`config.mk`:
```
export PLATFORM = sky130hd
export DESIGN_NAME = mme_mul_cell
export DESIGN_NICKNAME = d
export VERILOG_FILES = /design/src/design/matrix_multiply_engine_top_macros.svh /design/src/design/mme_pkg.sv /design/src/design/mme_mul_cell.sv
export SDC_FILE = /design/constraint.sdc
export NUM_CORES = 2
export LEC_CHECK = 0
export BUFFER_PORTS_ARGS = -buffer_cell sky130_fd_sc_hd__buf_2
export CAP_MARGIN = 15
export CORE_MARGIN = 3
export CORE_UTILIZATION = 63
export CTS_CLUSTER_DIAMETER = 80
export DETAILED_ROUTE_END_ITERATION = 7
export PLACE_DENSITY = 0.93
export SYNTH_ARGS = -nofsm -noshare
export SYNTH_HDL_FRONTEND = slang
export SYNTH_SLANG_ARGS = --single-unit
```
`constraint.sdc`:
```
create_clock -name clk -period 1 [get_ports clk]
set_input_delay 0.15 -clock clk [delete_from_list [all_inputs] [get_ports clk]]
set_output_delay 0.15 -clock clk [all_outputs]
set_load 0.01 [all_outputs]
```
`src/design/matrix_multiply_engine_top_macros.svh`:
```
// Assertion helpers for the matrix engine
`ifndef MATRIX_MULTIPLY_ENGINE_TOP_MACROS_SVH
`define MATRIX_MULTIPLY_ENGINE_TOP_MACROS_SVH

// Concurrent implication check, reset-qualified
`define MME_ASSERT_IMPL(label, clk, rst_n, ante, cons, msg) \
    label: assert property (@(posedge clk) disable iff (!rst_n) (ante) |-> (cons)) \
        else $error(msg);

// Next-cycle implication check
`define MME_ASSERT_NEXT(label, clk, rst_n, ante, cons, msg) \
    label: assert property (@(posedge clk) disable iff (!rst_n) (ante) |=> (cons)) \
        else $error(msg);

`endif

```
`src/design/mme_pkg.sv`:
```
package mme_pkg;
    localparam int MAX_DIM_DEF = 8;
    localparam int VAL_W = 32;
    localparam int PROD_W = 64;
    localparam int ACC_W = 72;
    localparam int DIM_W = 4;

    localparam logic [1:0] ACT_WR_A = 2'd0;
    localparam logic [1:0] ACT_WR_B = 2'd1;
    localparam logic [1:0] ACT_COMPUTE = 2'd2;

    localparam logic [1:0] REG_ROWS = 2'd0;
    localparam logic [1:0] REG_INNER = 2'd1;
    localparam logic [1:0] REG_COLS = 2'd2;

    // control passed down the cell chain with each product term
    typedef struct packed {
        logic valid;
        logic first;
        logic last_k;
        logic last_out;
        logic [2:0] row;
        logic [2:0] col;
    } mme_tag_t;
endpackage

```
`src/design/mme_mul_cell.sv`:
```
// Cell 1: registered signed multiply
module mme_mul_cell
    import mme_pkg::*;
(
    input  logic                    clk,
    input  logic                    rst_n,
    input  mme_tag_t                tag_in,
    input  logic signed [VAL_W-1:0] a_in,
    input  logic signed [VAL_W-1:0] b_in,
    output mme_tag_t                tag_out,
    output logic signed [PROD_W-1:0] prod_out
);
    mme_tag_t tag_reg;
    logic signed [PROD_W-1:0] prod_reg;

    always_ff @(posedge clk or negedge rst_n)
    begin
        if (!rst_n)
        begin
            tag_reg <= '0;
        end
        else
        begin
            tag_reg <= tag_in;
        end
    end

    always_ff @(posedge clk)
    begin
        prod_reg <= a_in * b_in;
    end

    assign tag_out = tag_reg;
    assign prod_out = prod_reg;
endmodule

```
==> results of run 1 <==
-- stage by stage --
stage,setup slack [ps],instance area [um2],setup TNS (ps)
detailed placement,-6634,43030,-344680
global placement,-6410,43030,-332050
floorplan,-5982,38780,-287470
CTS,-5737,45930,-299590
-- cell families after synthesis --
kind of cell	synth area share, %
and+or+nand+nor	15.40
AOI/OAI and AO/OA	3.591
muxes	0.07972
xor gates and xnor gates	1.674
buffers and inverters	11.57
adders and majority gates	63.62
DFF	4.066
-- per-layer routing --
metal | GRT usage [%] | overflow
met5 | 37.61 | 0
met4 | 65.64 | 51
met3 | 56.33 | 1
met2 | 80.18 | 45
met1 | 61.83 | 0
-- what timing repair did --
action / in CTS
endpoints found under the hold margin: 20
hold buffers: 11
endpoints found under the setup margin: 103
pin swaps: 147
buffers inserted: 80
cloned: 5
gates resized for setup: 443
==> impl_metrics.csv, run 1 <==
group,metric,value,unit
run_status,run_status,"did not finish",
run_status,stop_stage,"global routing (5_1_grt)",
run_status,error,"[ERROR GRT-0116] Global routing finished with congestion. Check the congestion regions in the DRC Viewer.",
yosys,ys_ff_latch,74,
clocking,clockBufferDepth,2,
placement,gp_congestion,0.9786,
placement,io_buffers,149,
clocking,numCtsBuffers,9,
yosys,synthDistinctLibCells,64,
yosys,synth.area.top_cells,"fa_1, inv_1, and2_1",
yosys,async_reset_ff_share,13.51,%
die,die_h,250.5,um
die,row_count,89,
global_routing,grt_max_degree,26,
yosys,synth_fp_nets,5271,
clocking,clockRootBuffer,"clkbuf_16",
yosys,yosysTopAreaCell,"fa_1",
placement,dp_cells,5118,
yosys,syn_area_per_cell,9.587,um2
global_routing,overflow,97,
yosys,yosysWarnings,0,
die,initial_core_util,63.70,%
global_routing,grtUsageTotal,65.76,%
die,die_w,250.5,um
clocking,h-tree-depth,3,
die,pin_count,150,
yosys,synth-seq-area-share,4.066,%
placement,hpwlAfterDp,106.7,mm
yosys,synth-edff-count,0,
yosys,yosysMostFrequentCell,"fa_1",
yosys,synth_top_cell_area_share,57.51,%
global_routing,grt_pass1_wl,295.9,mm
yosys,synthFlopType,"dfxtp_1",
yosys,syn-instance-count,3929,
global_routing,grt_pass1_vias,44730,
yosys,synthTopCellsByCount,"fa_1, inv_1, nand2_1, and2_1, clkbuf_1",
yosys,synth_area,37670,um2
clocking,cts_num_sinks,74,
==> run 2: changes to the inputs <==
--- a/config.mk
+++ b/config.mk
@@ -8,10 +8,9 @@
 export BUFFER_PORTS_ARGS = -buffer_cell sky130_fd_sc_hd__buf_2
 export CAP_MARGIN = 15
 export CORE_MARGIN = 3
-export CORE_UTILIZATION = 63
-export CTS_CLUSTER_DIAMETER = 80
+export CORE_UTILIZATION = 40
 export DETAILED_ROUTE_END_ITERATION = 7
-export PLACE_DENSITY = 0.93
+export PLACE_DENSITY_LB_ADDON = 0.15
 export SYNTH_ARGS = -nofsm -noshare
 export SYNTH_HDL_FRONTEND = slang
 export SYNTH_SLANG_ARGS = --single-unit
==> impl_metrics.csv, run 2 <==
group,metric,value,unit
yosys,yosysMostFrequentCell,"fa_1",
worst_hold_path,hold_class,"input pin to asynchronous set/reset pin",
sta,finalSetupTns,-291290,ps
die,initial_core_util,40.72,%
final_layout,fill_cells,8482,
yosys,yosysTopAreaCell,"fa_1",
routing,dr.pass1.iters,5,
final_layout,layout.cells.most_common,"fa_1",
sta,rsz0062_at_grt,"true",
final_layout,final_util,52.54,%
die,die_h,312.9,um
routing,met1_length,48.53,mm
run_status,run_status,"complete, but fails checks",
sta,setup_viol,77,
global_routing,antenna_found_initial,4,
sta,fin_crit,6667,ps
routing,vias_per_cell,4.811,
placement,io_buffers,149,
final_layout,mostFrequentLayoutCells,"fa_1, inv_1, nand2_1, and2_1, buf_4",
die,die_w,312.9,um
clocking,cts_tree,"built",
sta,post-route-period-util,666.7,%
routing,drtIter0Drc,1412,
setup_path,required,1350,ps
final_layout,largest_register_ffs,64,
final_layout,area_delta_synth_final,29.03,%
global_routing,grt_pass1_wl,182.2,mm
routing,routed.top_layer,"met4",
run_status,violations,"setup timing",
yosys,syn_area_per_cell,9.587,um2
sta,slew_viol_final,0,
setup_path,crit_fanout,12,
die,row_count,111,
yosys,async_reset_ff_share,13.51,%
global_routing,grtUsageTotal,24.45,%
setup_path,critPathKind,"input pin to flip-flop",
sta,hold_violations,0,
yosys,synth-edff-count,0,
sta,tightest_slew,502.0,ps
clocking,clockBufferDepth,2,
die,core-area,92500,um2
routing,wl_met3,6.191,mm
flow_run,maxCapViolCount,0,
sta,timing.fmax,150.0,MHz
sta,holdWs,136.5,ps
placement,gp_congestion,0.8715,
routing,ant_nets,0,
final_layout,fin_nets,5845,
die,pin_count,150,
sta,maxSlewHeadroom,66.33,%
yosys,ys_ff_latch,74,
clocking,clockRootBuffer,"clkbuf_16",
clocking,cts_num_sinks,74,
routing,vias,27680,
routing,routedWlPerCell,19.85,um
placement,hpwlAfterDp,97.81,mm
sta,setup_ws,-5667,ps
setup_path,cp-start-kind,"input pin",
yosys,synth_fp_nets,5271,
yosys,yosysWarnings,0,
setup_path,worst-endpoint-arrival,7010,ps
yosys,synth.area.top_cells,"fa_1, inv_1, and2_1",
setup_path,crit_path_end_kind,"flip-flop",
routing,drc,0,
yosys,synthTopCellsByCount,"fa_1, inv_1, nand2_1, and2_1, clkbuf_1",
yosys,synth_area,37670,um2
yosys,synthFlopType,"dfxtp_1",
clocking,clk_pin_slew_worst_paths,70,ps
yosys,synth-seq-area-share,4.066,%
routing,wl,114.2,mm
yosys,syn-instance-count,3929,
final_layout,drive_gt1_share,28.15,%
global_routing,overflow,0,
clocking,numCtsBuffers,9,
yosys,synth_top_cell_area_share,57.51,%
global_routing,grt_pass1_vias,30940,
die,dieArea,97890,um2
global_routing,grt_max_degree,30,
yosys,synthDistinctLibCells,64,
routing,dr_wl_met2,56.57,mm
clocking,h-tree-depth,3,
run 2: cell counts after synthesis:
Identical to the previous run, type by type.
run 2: kinds of logic after synthesis:
group                      Yosys count  share of synthesized area [%]
adders and majority gates         1266                          63.62
and+or+nand+nor                   1154                          15.40
xor gates and xnor gates            72                          1.674
DFF                                 74                          4.066
buffers and inverters             1159                          11.57
muxes                                3                        0.07972
AOI/OAI and AO/OA                  201                          3.591
run 2: stage by stage:
step                      std cells  instance area [um2]  setup slack, ps
after global routing           5752                48600            -5876
after detailed placement       5626                44100            -6464
after global placement         5626                44100            -6496
final                          5754                48600            -5667
after CTS                      5723                47530            -5681
after floorplan                3929                38780            -5982
run 2: repair_timing:
| item | CTS | global route |
|---|---|---|
| pin swaps | 220 | 177 |
| setup endpoints to repair | 136 | 136 |
| hold buffers | 11 | 0 |
| resized for setup | 574 | 221 |
| cloned | 7 | 3 |
| setup buffers | 69 | 34 |
| endpoints found under the hold margin | 20 | 0 |
run 2: worst max-delay path, stage by stage:
cell     delay, ps
buf_8          140
buf_12         150
nand2_1        100
fa_2           510
buf_4          170
fa_2           650
inv_1           90
fa_1           570
fa_1           450
fa_1           550
fa_1           530
inv_1           60
fa_1           480
fa_1           550
inv_2           50
ha_4           260
and3_4         170
nand4_1        180
or4_4          480
o22ai_4        160
buf_12         140
nor4_2          50
nor3_2         200
xor2_1         150
run 2: area by class of cell:
cell class / count / area [um2] / share of cell area, %
Sequential cell: 74 / 1573 / 3.236
Multi-Input combinational cell: 2696 / 34190 / 70.35
Clock inverter: 6 / 41.29 / 0.08496
Antenna cell: 3 / 7.507 / 0.01545
Inverter: 954 / 3593 / 7.394
Tap cell: 1243 / 1555 / 3.200
Clock buffer: 10 / 239.0 / 0.4917
Timing Repair Buffer: 768 / 7401 / 15.23
run 2: layer usage:
metal	track usage, %	up-vias
li1	-	12350
met1	32.94	14580
met2	41.55	623
met3	3.815	130
met4	5.825	0
met5	0	-
run 2: worst paths after layout:
path | startpoint | endpoint | slack, ps | cells past startpoint
min | rst_n | tag_out[3] | 140 | 2
max in group asynchronous | rst_n | tag_out[8] | 670 | 2
max | b_in[9] | prod_out[60] | -5670 | 24
min in group clk | b_in[0] | prod_out[0] | 200 | 3
Power of run 2 is not shown: default switching activity piles up to over one toggle a cycle in this logic, so the estimate is an artifact.
