## config.mk

```make
export PLATFORM = sky130hd
export DESIGN_NAME = mme_acc_cell
export DESIGN_NICKNAME = d
export VERILOG_FILES = /design/src/design/matrix_multiply_engine_top_macros.svh /design/src/design/mme_pkg.sv /design/src/design/mme_acc_cell.sv
export SDC_FILE = /design/constraint.sdc
export NUM_CORES = 1
export LEC_CHECK = 0
export BUFFER_PORTS_ARGS = -buffer_cell sky130_fd_sc_hd__clkbuf_2
export CELL_PAD_IN_SITES_DETAIL_PLACEMENT = 1
export CELL_PAD_IN_SITES_GLOBAL_PLACEMENT = 2
export CORE_MARGIN = 2
export CORE_UTILIZATION = 30
export CTS_BUF_LIST = sky130_fd_sc_hd__clkbuf_16
export DETAILED_ROUTE_END_ITERATION = 10
export PLACE_DENSITY = 0.85
export SLEW_MARGIN = 20
export SYNTH_ARGS = -nofsm -noshare
export SYNTH_HDL_FRONTEND = slang
export SYNTH_SLANG_ARGS = --single-unit
export TNS_END_PERCENT = 20
```

## constraint.sdc

```tcl
create_clock -name clk -period 3.4 [get_ports clk]
set_clock_uncertainty 0.1 [all_clocks]
set_input_delay 0.51 -clock clk [delete_from_list [all_inputs] [get_ports clk]]
set_output_delay 0.51 -clock clk [all_outputs]
set_load 0.02 [all_outputs]
```

## src/design/matrix_multiply_engine_top_macros.svh

```systemverilog
// Assertion helpers for the matrix engine
`ifndef MATRIX_MULTIPLY_ENGINE_TOP_MACROS_SVH
`define MATRIX_MULTIPLY_ENGINE_TOP_MACROS_SVH

// Concurrent implication check, reset-qualified
`define MME_ASSERT_IMPL(label, clk, rst_n, ante, cons, msg) \
    label: assert property (@(posedge clk) disable iff (!rst_n) (ante) |-> (cons)) \
        else $error(msg);

// Next-cycle implication check
`define MME_ASSERT_NEXT(label, clk, rst_n, ante, cons, msg) \
    label: assert property (@(posedge clk) disable iff (!rst_n) (ante) |=> (cons)) \
        else $error(msg);

`endif

```

## src/design/mme_pkg.sv

```systemverilog
package mme_pkg;
    localparam int MAX_DIM_DEF = 8;
    localparam int VAL_W = 32;
    localparam int PROD_W = 64;
    localparam int ACC_W = 72;
    localparam int DIM_W = 4;

    localparam logic [1:0] ACT_WR_A = 2'd0;
    localparam logic [1:0] ACT_WR_B = 2'd1;
    localparam logic [1:0] ACT_COMPUTE = 2'd2;

    localparam logic [1:0] REG_ROWS = 2'd0;
    localparam logic [1:0] REG_INNER = 2'd1;
    localparam logic [1:0] REG_COLS = 2'd2;

    // control passed down the cell chain with each product term
    typedef struct packed {
        logic valid;
        logic first;
        logic last_k;
        logic last_out;
        logic [2:0] row;
        logic [2:0] col;
    } mme_tag_t;
endpackage

```

## src/design/mme_acc_cell.sv

```systemverilog
// Cell 2: accumulate products; the top level floor-shifts and saturates the sum into the output register
module mme_acc_cell
    import mme_pkg::*;
(
    input  logic                     clk,
    input  logic                     rst_n,
    input  mme_tag_t                 tag_in,
    input  logic signed [PROD_W-1:0] prod_in,
    output logic                     done,
    output mme_tag_t                 tag_out,
    output logic signed [ACC_W-1:0]  sum_out
);
    logic signed [ACC_W-1:0] acc_reg;
    logic signed [ACC_W-1:0] acc_next;
    mme_tag_t tag_reg;
    logic done_reg;

    always_comb
    begin
        if (tag_in.first)
        begin
            acc_next = ACC_W'(prod_in);
        end
        else
        begin
            acc_next = acc_reg + ACC_W'(prod_in);
        end
    end

    always_ff @(posedge clk or negedge rst_n)
    begin
        if (!rst_n)
        begin
            done_reg <= 1'b0;
            tag_reg <= '0;
        end
        else
        begin
            done_reg <= tag_in.valid && tag_in.last_k;
            tag_reg <= tag_in;
        end
    end

    always_ff @(posedge clk)
    begin
        if (tag_in.valid)
        begin
            acc_reg <= acc_next;
        end
    end

    assign done = done_reg;
    assign tag_out = tag_reg;
    assign sum_out = acc_reg;
endmodule

```

; Yosys cells after proc, flatten, opt, wreduce, memory -nomap -nowiden
; Cells that the tools add are included.
; W data, S select, Z words.
[totals]
input_bits = 76
regBits = 83
output_inout_bits = 83
[classes]
n_reduce_logical = 1
n_addsub = 1
mux = 1
[op_table]
columns = operator, count
row1 = $add A72 B64 Y72, 1
row2 = $mux W72, 1
row3 = $logic_and A1 B1 Y1, 1

; Depth between registers and ports, before layout
; Gate-level depths: netlist of the first run.
[depth]
ltp_word = 2
mapped_depth = 13
ltp_nobuf = 13

; Worst setup path before layout of the first run
; Ideal clock, no wire load.
[synth_timing]
path_kind = input port to flip-flop
from = input port prod_in[0]
to = register acc_reg[60] (netlist: sum_out[60]) (data pin)
stages = 13
arrival_time_ns = 3.038
setup_time_ns = 0.264
setup_slack_ns = -0.001
path_cell_list = ha_1 inv_1 fa_1 nor2b_1 o2111ai_1 a2111oi_4 o31ai_4 o41ai_4 a31o_4 a211oi_4 o31ai_2 xnor2_1 o21ai_1
[synth_via]
elab_chain_len = 2
[synth_lines]
columns = element, line_no
row1 = from (decl), mme_acc_cell.sv:8  ; input logic signed [PROD_W-1:0] prod_in,
row2 = $add A72 B64 Y72, mme_acc_cell.sv:26  ; acc_next = acc_reg + ACC_W'(prod_in);
row3 = $mux W72, mme_acc_cell.sv:20  ; if (tag_in.first)
row4 = via acc_next[60], mme_acc_cell.sv:14  ; logic signed [ACC_W-1:0] acc_next;
row5 = to (signal assigned), mme_acc_cell.sv:48  ; acc_reg <= acc_next;
row6 = to (decl), mme_acc_cell.sv:13  ; logic signed [ACC_W-1:0] acc_reg;
; The timed path passes the listed nets, and every way through them passes these cells.
; A chain may end at the register's enable or synchronous reset.

; Final worst setup path of the first run
[layout_timing]
from = register acc_reg[0] (netlist: sum_out[0])
to = register acc_reg[48] (netlist: sum_out[48]) (data pin)
[layout_via]
elab_chain_len = 2
[layout_lines]
columns = element, line_no
row1 = $add A72 B64 Y72, mme_acc_cell.sv:26
row2 = $mux W72, mme_acc_cell.sv:20
row3 = via acc_next[48], mme_acc_cell.sv:14
; The timed path passes the listed nets, and every way through them passes these cells.

==> results of run 1 <==
-- logic make-up after synthesis --
logic type / count (synthesis) / share of synthesized area (%)
flops: 83 / 32.5
compound gates: 313 / 27.4
simple gates: 262 / 16.4
mux: 3 / 0.434
buf+inv: 76 / 4.02
xor+xnor: 61 / 7.13
fa+ha+maj: 72 / 12.1
-- cell type report --
class                           instances  area [um2]  area share (%)
Clock buffer                           11         275            2.70
Inverter                               31         116            1.14
Tap cell                              324         405            3.97
Clock inverter                          5        53.8           0.527
Multi-Input combinational cell        711        4930            48.3
Sequential cell                        83        2440            23.9
Timing Repair Buffer                  316        1990            19.5
-- power breakdown --
part | switching (mW) | internal [mW] | total [mW]
Sequential | 0.0830 | 1.29 | 1.37
Clock | 0.463 | 0.660 | 1.12
Combinational | 1.41 | 1.09 | 2.50
-- placed cells by master (no fill, tap or decap), drive strengths merged, types with 3 or more instances in the layout --
cell type  count
a21oi         92
o2111ai        4
nor3          18
dfrtp         11
a21o          26
clkbuf       167
o21ai         99
xnor2         42
nand2b         3
a311oi         3
or3            5
nand4         35
inv           33
o31ai          9
o21a          13
a211oi         4
and4           3
buf          159
o21bai        21
o211ai         7
nand3          9
ha            71
nor2          42
a31oi          9
nand2        129
a31o           3
nor2b          7
edfxtp        72
xor2          19
-- synthesized netlist by cell type, types with 11 or more instances --
library cell	count
clkbuf_1	34
nand4_1	34
edfxtp_1	72
o21a_1	13
inv_1	31
o21ai_0	95
xnor2_1	42
dfrtp_1	11
a21oi_1	90
ha_1	71
a21o_1	26
xor2_1	19
nor3_1	17
nor2_1	41
o21bai_1	21
nand2_1	128
-- per-stage QoR --
step,worst slack [ps],cell area [um2],total power [mW],utilization [%]
detailed placement,-291,9660,3.80,39.6
CTS,-36.2,10000,4.96,41.1
floorplan,53.5,7490,2.82,-
finish,-46.2,10200,4.99,41.8
global placement,-235,9660,3.74,39.6
global route,-215,10200,5.31,41.8
-- worst max path at each step --
stage,start,to,slack (ps),cells past startpoint
after CTS,sum_out[0],sum_out[48],-40,13
final,sum_out[0],sum_out[48],-50,14
after detailed placement,prod_in[0],sum_out[48],-290,14
after global routing,sum_out[0],sum_out[48],-220,14
after floorplan,prod_in[0],sum_out[60],50,13
after global placement,prod_in[0],sum_out[34],-230,13
-- metal layers --
layer / routed length, um / vias to the layer above
met5: 0 / -
met2: 12700 / 170
met4: 489 / 0
met1: 11700 / 3767
li1: - / 3792
met3: 1040 / 34
-- repair_timing --
| item | in CTS | in global routing |
|---|---|---|
| gates resized for setup | 7 | 42 |
| setup endpoints to repair | 19 | 31 |
| hold buffers | 1 | 0 |
| pin swaps | 1 | 22 |
| buffers inserted | 0 | 4 |
| hold endpoints to repair | 11 | 0 |
==> impl_results.md, run 1 <==
* Status: finished with violations
* Failing checks: setup timing
* Max FFs per register at 72
* Bufs and invs on worst path at 2
* TritonCTS Buffers at 9
* Placed Cells at 1,460
* Worst setup EP type: register
* RSZ-0062 raised after global routing: true
* DR pass1 iterations at 4
* GRT overflow at 0
* Yosys warnings at 0
* Syn avg cell area at 8.61 um2
* Setup TNS at -125 ps
* Global-route met3 utilization at 2.78%
* Layout area overhead at 36.2%
* DIE HEIGHT at 162 um
* Clock-pin slew on the worst setup and hold paths at 70 ps
* Final net count at 1,300
* Final setup violation count at 4
* PwrDens at 489 nW/um2
* Reg2reg start: sum_out[0]
* Final hold vios at 0
* F_max at 290 MHz
* Via-to-Cell Ratio at 5.24
* Synth area leaders: edfxtp_1 29%, ha_1 12%, nand2_1 6.4%
* Syn_nets at 1,018
* Share of layout cells above drive strength 1 at 33.3%
* Hold EP: tag_out[5]
* Max-Cap Viols at 0
* Wire length per cell at 17.5 um
* Core Box Area at 24,400 um2
* Detailed placement HPWL at 20,900 um
* Grt peak-use layer: met2
* Cell taking the most area after synthesis: edfxtp_1
* Main synth FF type: edfxtp_1
* WP data arrival at 3440 ps
* Number of synthesized flops with an enable pin at 72
* Min-delay src: tag_in[5]
* Layout Cells excl Fill at 1,481
* GR Util met1 at 25.5%
* Final worst path period share at 101%
* Min setup slack post-route at -46.2 ps
* Pleak at 4.54 nW
* Met2 usage at 34.4%
* CTS tree: built
* Clock buffer depth at 2
* FP Rows at 57
* Final ANT Viol Nets at 0
* Cells after Synth at 870
* Number of fill cells at 2,959
* Crit path time final at 3450 ps
* Global-route wire length before repair at 41,800 um
* DRT iter0 DRCs at 301
* Slew headroom at 53.4%
* Max Transition Viols Final at 0
* Largest net degree at the start of global routing at 71
* Synthesized area at 7490 um2
* Flop-to-flop setup slack at -50 ps
* Crit path max-delay family: compound AO/OA/AOI/OAI gates
* Clk_lat worst skew at 350 ps
* R2R depth at 14
* Worst Max-Slew Pin Slew at 699 ps
* Worst hold slack at 159 ps
* Die span in x at 162 um
* Synth unique cells at 73
* Cell Chain, Critical Path: ha_2 -> inv_2 -> fa_2 -> nor2b_4 -> o2111ai_4 -> a2111oi_4 -> buf_4 -> o31ai_4 -> o41ai_4 -> a31oi_1 -> o21a_1 -> o21ai_2 -> xnor2_1 -> o21ai_1
* DRC viols at 0
* Crit path max-delay cell type: a2111oi_4
* Root buffer cell: clkbuf_16
* Clk sinks at 83
* VDD IR max at 0.220 mV
* Worst hold path depth at 1
* HP Class: primary input to register
* Routed Wire Length at 26,000 um
* Largest stage delay, worst path at 400 ps
* Initial core utilization at 30.7%
* Post-synthesis sequential area ratio at 32.5%
* Number of I/O port buffers at 158
* Capture point of the worst reg-to-reg path: sum_out[48]
* Yosys top cell area share at 28.9%
* Vias at 7,763
* I/O pins at 159
* Total GRT Usage at 19.8%
* RePlAce Congestion at 0.872
* Number of global-route vias before repair at 8,103
* CP max FO at 3
* Worst endpoint required time at 3390 ps
* Startpoint class of the critical path: register
* # diodes at 0
* Crit path kind: register to register
* Initial antenna violation count at 0
* Full die area at 26,300 um2
* Number of H-tree levels at 3
* Asr flop ratio synth at 13.3%
* Yosys reg bits at 83
(Power assumes the default switching activity.)
==> run 2: changes to the inputs <==
- CORE_UTILIZATION: 30 -> 33
- PLACE_DENSITY: 0.85 -> 0.88
- clock period: 3.4 -> 3.2 ns (I/O delays scaled with it)
==> impl_results.md, run 2 (same netlist as run 1, synthesis figures left out) <==
* Crit path time final at 3290 ps
* Initial antenna violation count at 0
* Reg2reg start: sum_out[39]
* Clk_lat worst skew at 360 ps
* Bufs and invs on worst path at 4
* Via-to-Cell Ratio at 5.34
* Layout Cells excl Fill at 1,504
* HP Class: primary input to register
* DRT iter0 DRCs at 398
* Final net count at 1,362
* DRC viols at 0
* Routed Wire Length at 27,200 um
* Status: finished with violations
* Core Box Area at 22,400 um2
* Max FFs per register at 72
* Full die area at 23,900 um2
* Crit path kind: register to register
* Flop-to-flop setup slack at -90 ps
* DR pass1 iterations at 7
* DIE HEIGHT at 155 um
* Cell Chain, Critical Path: ha_4 -> buf_4 -> buf_4 -> a21oi_1 -> o21ai_1 -> a31oi_1 -> o21a_1 -> o21ai_0 -> a31oi_1 -> buf_4 -> o211ai_2 -> buf_6 -> a31oi_4 -> or4_1 -> nand4_1
* Initial core utilization at 33.4%
* Worst setup EP type: register
* I/O pins at 159
* Worst endpoint required time at 3320 ps
* Worst Max-Slew Pin Slew at 607 ps
* GRT overflow at 0
* Final worst path period share at 103%
* Largest net degree at the start of global routing at 75
* Startpoint class of the critical path: register
* Number of global-route vias before repair at 8,424
* Worst slack, placed at -672 ps
* CP most frequent cell: buf_4
* Die span in x at 155 um
* Clock buffer depth at 2
* Largest stage delay, worst path at 450 ps
* Placed Cells at 1,475
* Pleak at 4.85 nW
* Vias at 8,028
* # diodes at 0
* WP data arrival at 3410 ps
* RePlAce Congestion at 0.873
* Cell area after layout at 10,700 um2
* Slew headroom at 59.5%
* Worst hold slack at 122 ps
* Most frequent cells in the layout: 218 x buf_4, 156 x clkbuf_2, 128 x nand2_1
* TritonCTS Buffers at 9
* Total GRT Usage at 22.5%
* Failing checks: setup timing
* Number of I/O port buffers at 158
* Wire length per cell at 18.1 um
* CP max FO at 5
* Clock-pin slew on the worst setup and hold paths at 70 ps
* Share of layout cells above drive strength 1 at 38.1%
* Global-route wire length before repair at 43,200 um
* Max Transition Viols Final at 0
* Crit path max-delay family: compound AO/OA/AOI/OAI gates
* Capture point of the worst reg-to-reg path: sum_out[70]
* Max-Cap Viols at 0
* CTS tree: built
* Worst hold path depth at 1
* Final hold vios at 0
* Final setup violation count at 9
* Hold EP: tag_out[4]
* Crit path max-delay cell type: edfxtp_1
* FP Rows at 55
* Final ANT Viol Nets at 0
* Utilization after layout at 47.8%
* Layout area overhead at 43.1%
* VDD IR max at 0.257 mV
* PwrDens at 509 nW/um2
* RSZ-0062 raised after global routing: true
* F_max at 304 MHz
* Number of H-tree levels at 3
* Commonest non-fill, non-tap cell in the layout: buf_4
* Clk sinks at 83
* R2R depth at 15
* Min setup slack post-route at -91.8 ps
* Area after DPL at 10,000 um2
* Root buffer cell: clkbuf_16
* Detailed placement HPWL at 20,900 um
* Min-delay src: tag_in[4]
-- run 2: through the flow --
step | power, mW | setup TNS (ps)
finish | 5.46 | -401
global route | 5.79 | -4580
CTS | 5.42 | -610
detailed placement | 4.17 | -10740
global placement | 4.09 | -8820
floorplan | 3.01 | -454
-- run 2: cell type report --
class                      instances  area (um2)
timing repair buffer             378        2480
clock inverter                     6        47.5
clock buffer                      10         250
tap                              285         357
sequential                        83        2440
fill                            2691       11700
inverter                          31         116
multi-input combinational        711        5040
-- run 2: where the power goes --
part	internal (mW)	total, mW	switching (mW)
logic	1.31	2.88	1.58
clock network	0.588	1.12	0.534
registers	1.36	1.45	0.0897
-- run 2: how the worst max path moves through the flow --
stage,start,endpoint,slack [ps],cells after the start
6_report,sum_out[39],sum_out[70],-90,15
5_1_grt,sum_out[0],sum_out[66],-300,15
4_1_cts,sum_out[0],sum_out[60],-120,14
3_5_place_dp,prod_in[0],sum_out[70],-670,14
3_3_place_gp,prod_in[0],sum_out[70],-600,14
2_1_floorplan,sum_out[0],sum_out[60],-130,13
-- run 2: per-layer routing --
metal	GRT usage (%)	share of wire, %	wire length, um	vias up
met5	0	0	0	-
met4	7.05	2.1	580	0
met3	2.44	3.6	990	38
met2	40.9	50	13700	185
met1	27.8	44	11900	3880
li1	-	-	-	3925
-- run 2: what timing repair did --
item,in CTS,in global routing
setup buffers,10,1
setup endpoints to repair,28,39
pin swaps,19,8
hold buffers,1,0
resized for setup,44,26
gates cloned,0,0
hold endpoints to repair,11,0
==> run 3: changes to the inputs <==
- PLACE_DENSITY: 0.88 -> not set
- PLACE_DENSITY_LB_ADDON: not set -> 0.1
==> impl_results.md, run 3 (same netlist as run 1, synthesis figures left out) <==
* HP Class: primary input to register
* Initial antenna violation count at 0
* DIE HEIGHT at 155 um
* Number of fill cells at 2,716
* Crit path max-delay cell type: or4_4
* Wire length per cell at 17.6 um
* Worst slack, placed at -649 ps
* DRC viols at 0
* Max-Cap Viols at 0
* CTS tree: built
* DRT iter0 DRCs at 325
* Bufs and invs on worst path at 1
* Crit path kind: register to register
* Via-to-Cell Ratio at 5.20
* Most frequent cells in the layout: 241 x buf_4, 156 x clkbuf_2, 127 x nand2_1
* VDD IR max at 0.240 mV
* Max Transition Viols Final at 0
* Clock buffer depth at 2
* Pleak at 5.01 nW
* Routed Wire Length at 27,000 um
* Clock-pin slew on the worst setup and hold paths at 80 ps
* Commonest non-fill, non-tap cell in the layout: buf_4
* Cell Chain, Critical Path: ha_4 -> inv_2 -> fa_2 -> nor2b_4 -> o2111ai_4 -> a2111oi_4 -> nor2_2 -> o22ai_2 -> o211ai_1 -> o211ai_2 -> a31oi_4 -> or4_4 -> nand4_1
* Vias at 7,950
* Number of I/O port buffers at 158
* Final worst path period share at 107%
* Largest net degree at the start of global routing at 60
* Root buffer cell: clkbuf_16
* Placed Cells at 1,493
* RSZ-0062 raised after global routing: true
* Final ANT Viol Nets at 0
* I/O pins at 159
* RePlAce Congestion at 0.857
* Clk_lat worst skew at 370 ps
* Number of H-tree levels at 3
* Total GRT Usage at 22.3%
* GRT overflow at 0
* Final net count at 1,388
* Largest stage delay, worst path at 450 ps
* Number of global-route vias before repair at 8,234
* Max FFs per register at 72
* PwrDens at 498 nW/um2
* F_max at 293 MHz
* R2R depth at 13
* Startpoint class of the critical path: register
* CP max FO at 3
* Full die area at 23,900 um2
* Worst endpoint required time at 3320 ps
* Die span in x at 155 um
* Crit path time final at 3410 ps
* Worst hold slack at 120 ps
* Clk sinks at 83
* Worst setup EP type: register
* Initial core utilization at 33.4%
* Crit path max-delay family: compound AO/OA/AOI/OAI gates
* Min setup slack post-route at -210 ps
* Crit. path cell count at 13
* Final setup violation count at 20
* Status: finished with violations
* Final hold vios at 0
* DR pass1 iterations at 6
* WP data arrival at 3530 ps
* Slew headroom at 62.4%
* TritonCTS Buffers at 9
* FP Rows at 55
* Failing checks: setup timing
* Core Box Area at 22,400 um2
* Layout Cells excl Fill at 1,530
* Layout area overhead at 47.5%
* # diodes at 0
* Detailed placement HPWL at 21,500 um
* Worst hold path depth at 1
* Worst Max-Slew Pin Slew at 564 ps
* Share of layout cells above drive strength 1 at 40.6%
* Global-route wire length before repair at 42,900 um
==> run 3: cell count changes in the layout (fill, tap and decap cells not counted), sizes merged <==
| cell | delta |
|---|---|
| buf | +26 |
| clkinv | +2 |
| clkbuf | -1 |
| inv | -1 |
==> run 3: worst paths after layout <==
check / start / to / slack (ps)
setup / recovery: sum_out[0] / sum_out[70] / -210
hold / removal: tag_in[3] / tag_out[3] / 120
setup reg to reg: sum_out[0] / sum_out[70] / -210
hold reg to reg: sum_out[0] / sum_out[0] / 650
max in group asynchronous: rst_n / tag_out[1] / 2380
min in group asynchronous: rst_n / tag_out[7] / 420
==> run 3: per-layer routing <==
| metal | GRT usage, % | part of all wire [%] | vias up |
|---|---|---|---|
| met2 | 37.8 | 48 | 120 |
| met3 | 3.08 | 2.8 | 25 |
| met1 | 30.3 | 48 | 3823 |
| met4 | 5.42 | 1.3 | 0 |
| met5 | 0 | 0 | - |
| li1 | - | - | 3982 |
==> run 3: power breakdown <==
| group | internal (mW) | switching (mW) | leakage [nW] |
|---|---|---|---|
| Combinational | 1.39 | 1.58 | 4.03 |
| Clock | 0.540 | 0.536 | 0.142 |
| Sequential | 1.37 | 0.0967 | 0.842 |
==> run 3: per-stage QoR <==
stage | total power, mW | instance area (um2) | TNS (ps) | utilization [%]
CTS | 5.43 | 10700 | -2280 | 47.9
floorplan | 3.01 | 7510 | -454 | -
global route | 5.88 | 11100 | -5390 | 49.3
detailed placement | 4.23 | 10200 | -13700 | 45.4
global placement | 4.19 | 10200 | -11550 | 45.4
finish | 5.51 | 11100 | -1350 | 49.3
==> run 3: timing repair <==
| item | in CTS | in global routing |
|---|---|---|
| setup buffers | 9 | 11 |
| pin swaps | 33 | 30 |
| hold endpoints to repair | 11 | 0 |
| gates resized for setup | 43 | 45 |
| hold buffers | 1 | 0 |
| endpoints found under the setup margin | 35 | 42 |
==> run 3: area by class of cell <==
class / count / area (um2) / share of cell area [%]
Multi-Input combinational cell: 711 / 5190 / 46.9
Tap cell: 285 / 357 / 3.23
Clock buffer: 9 / 225 / 2.04
Sequential cell: 83 / 2440 / 22.0
Inverter: 31 / 116 / 1.05
Timing Repair Buffer: 404 / 2680 / 24.2
Clock inverter: 7 / 55.1 / 0.498
==> run 3: worst reg2reg max path, cell delays in order, from the launching register on <==
cell and delay [ps]:
edfxtp_1 400, ha_4 160, inv_2 40, fa_2 360
nor2b_4 160, o2111ai_4 160, a2111oi_4 430, nor2_2 100
o22ai_2 180, o211ai_1 210, o211ai_2 220, a31oi_4 210
or4_4 450, nand4_1 100
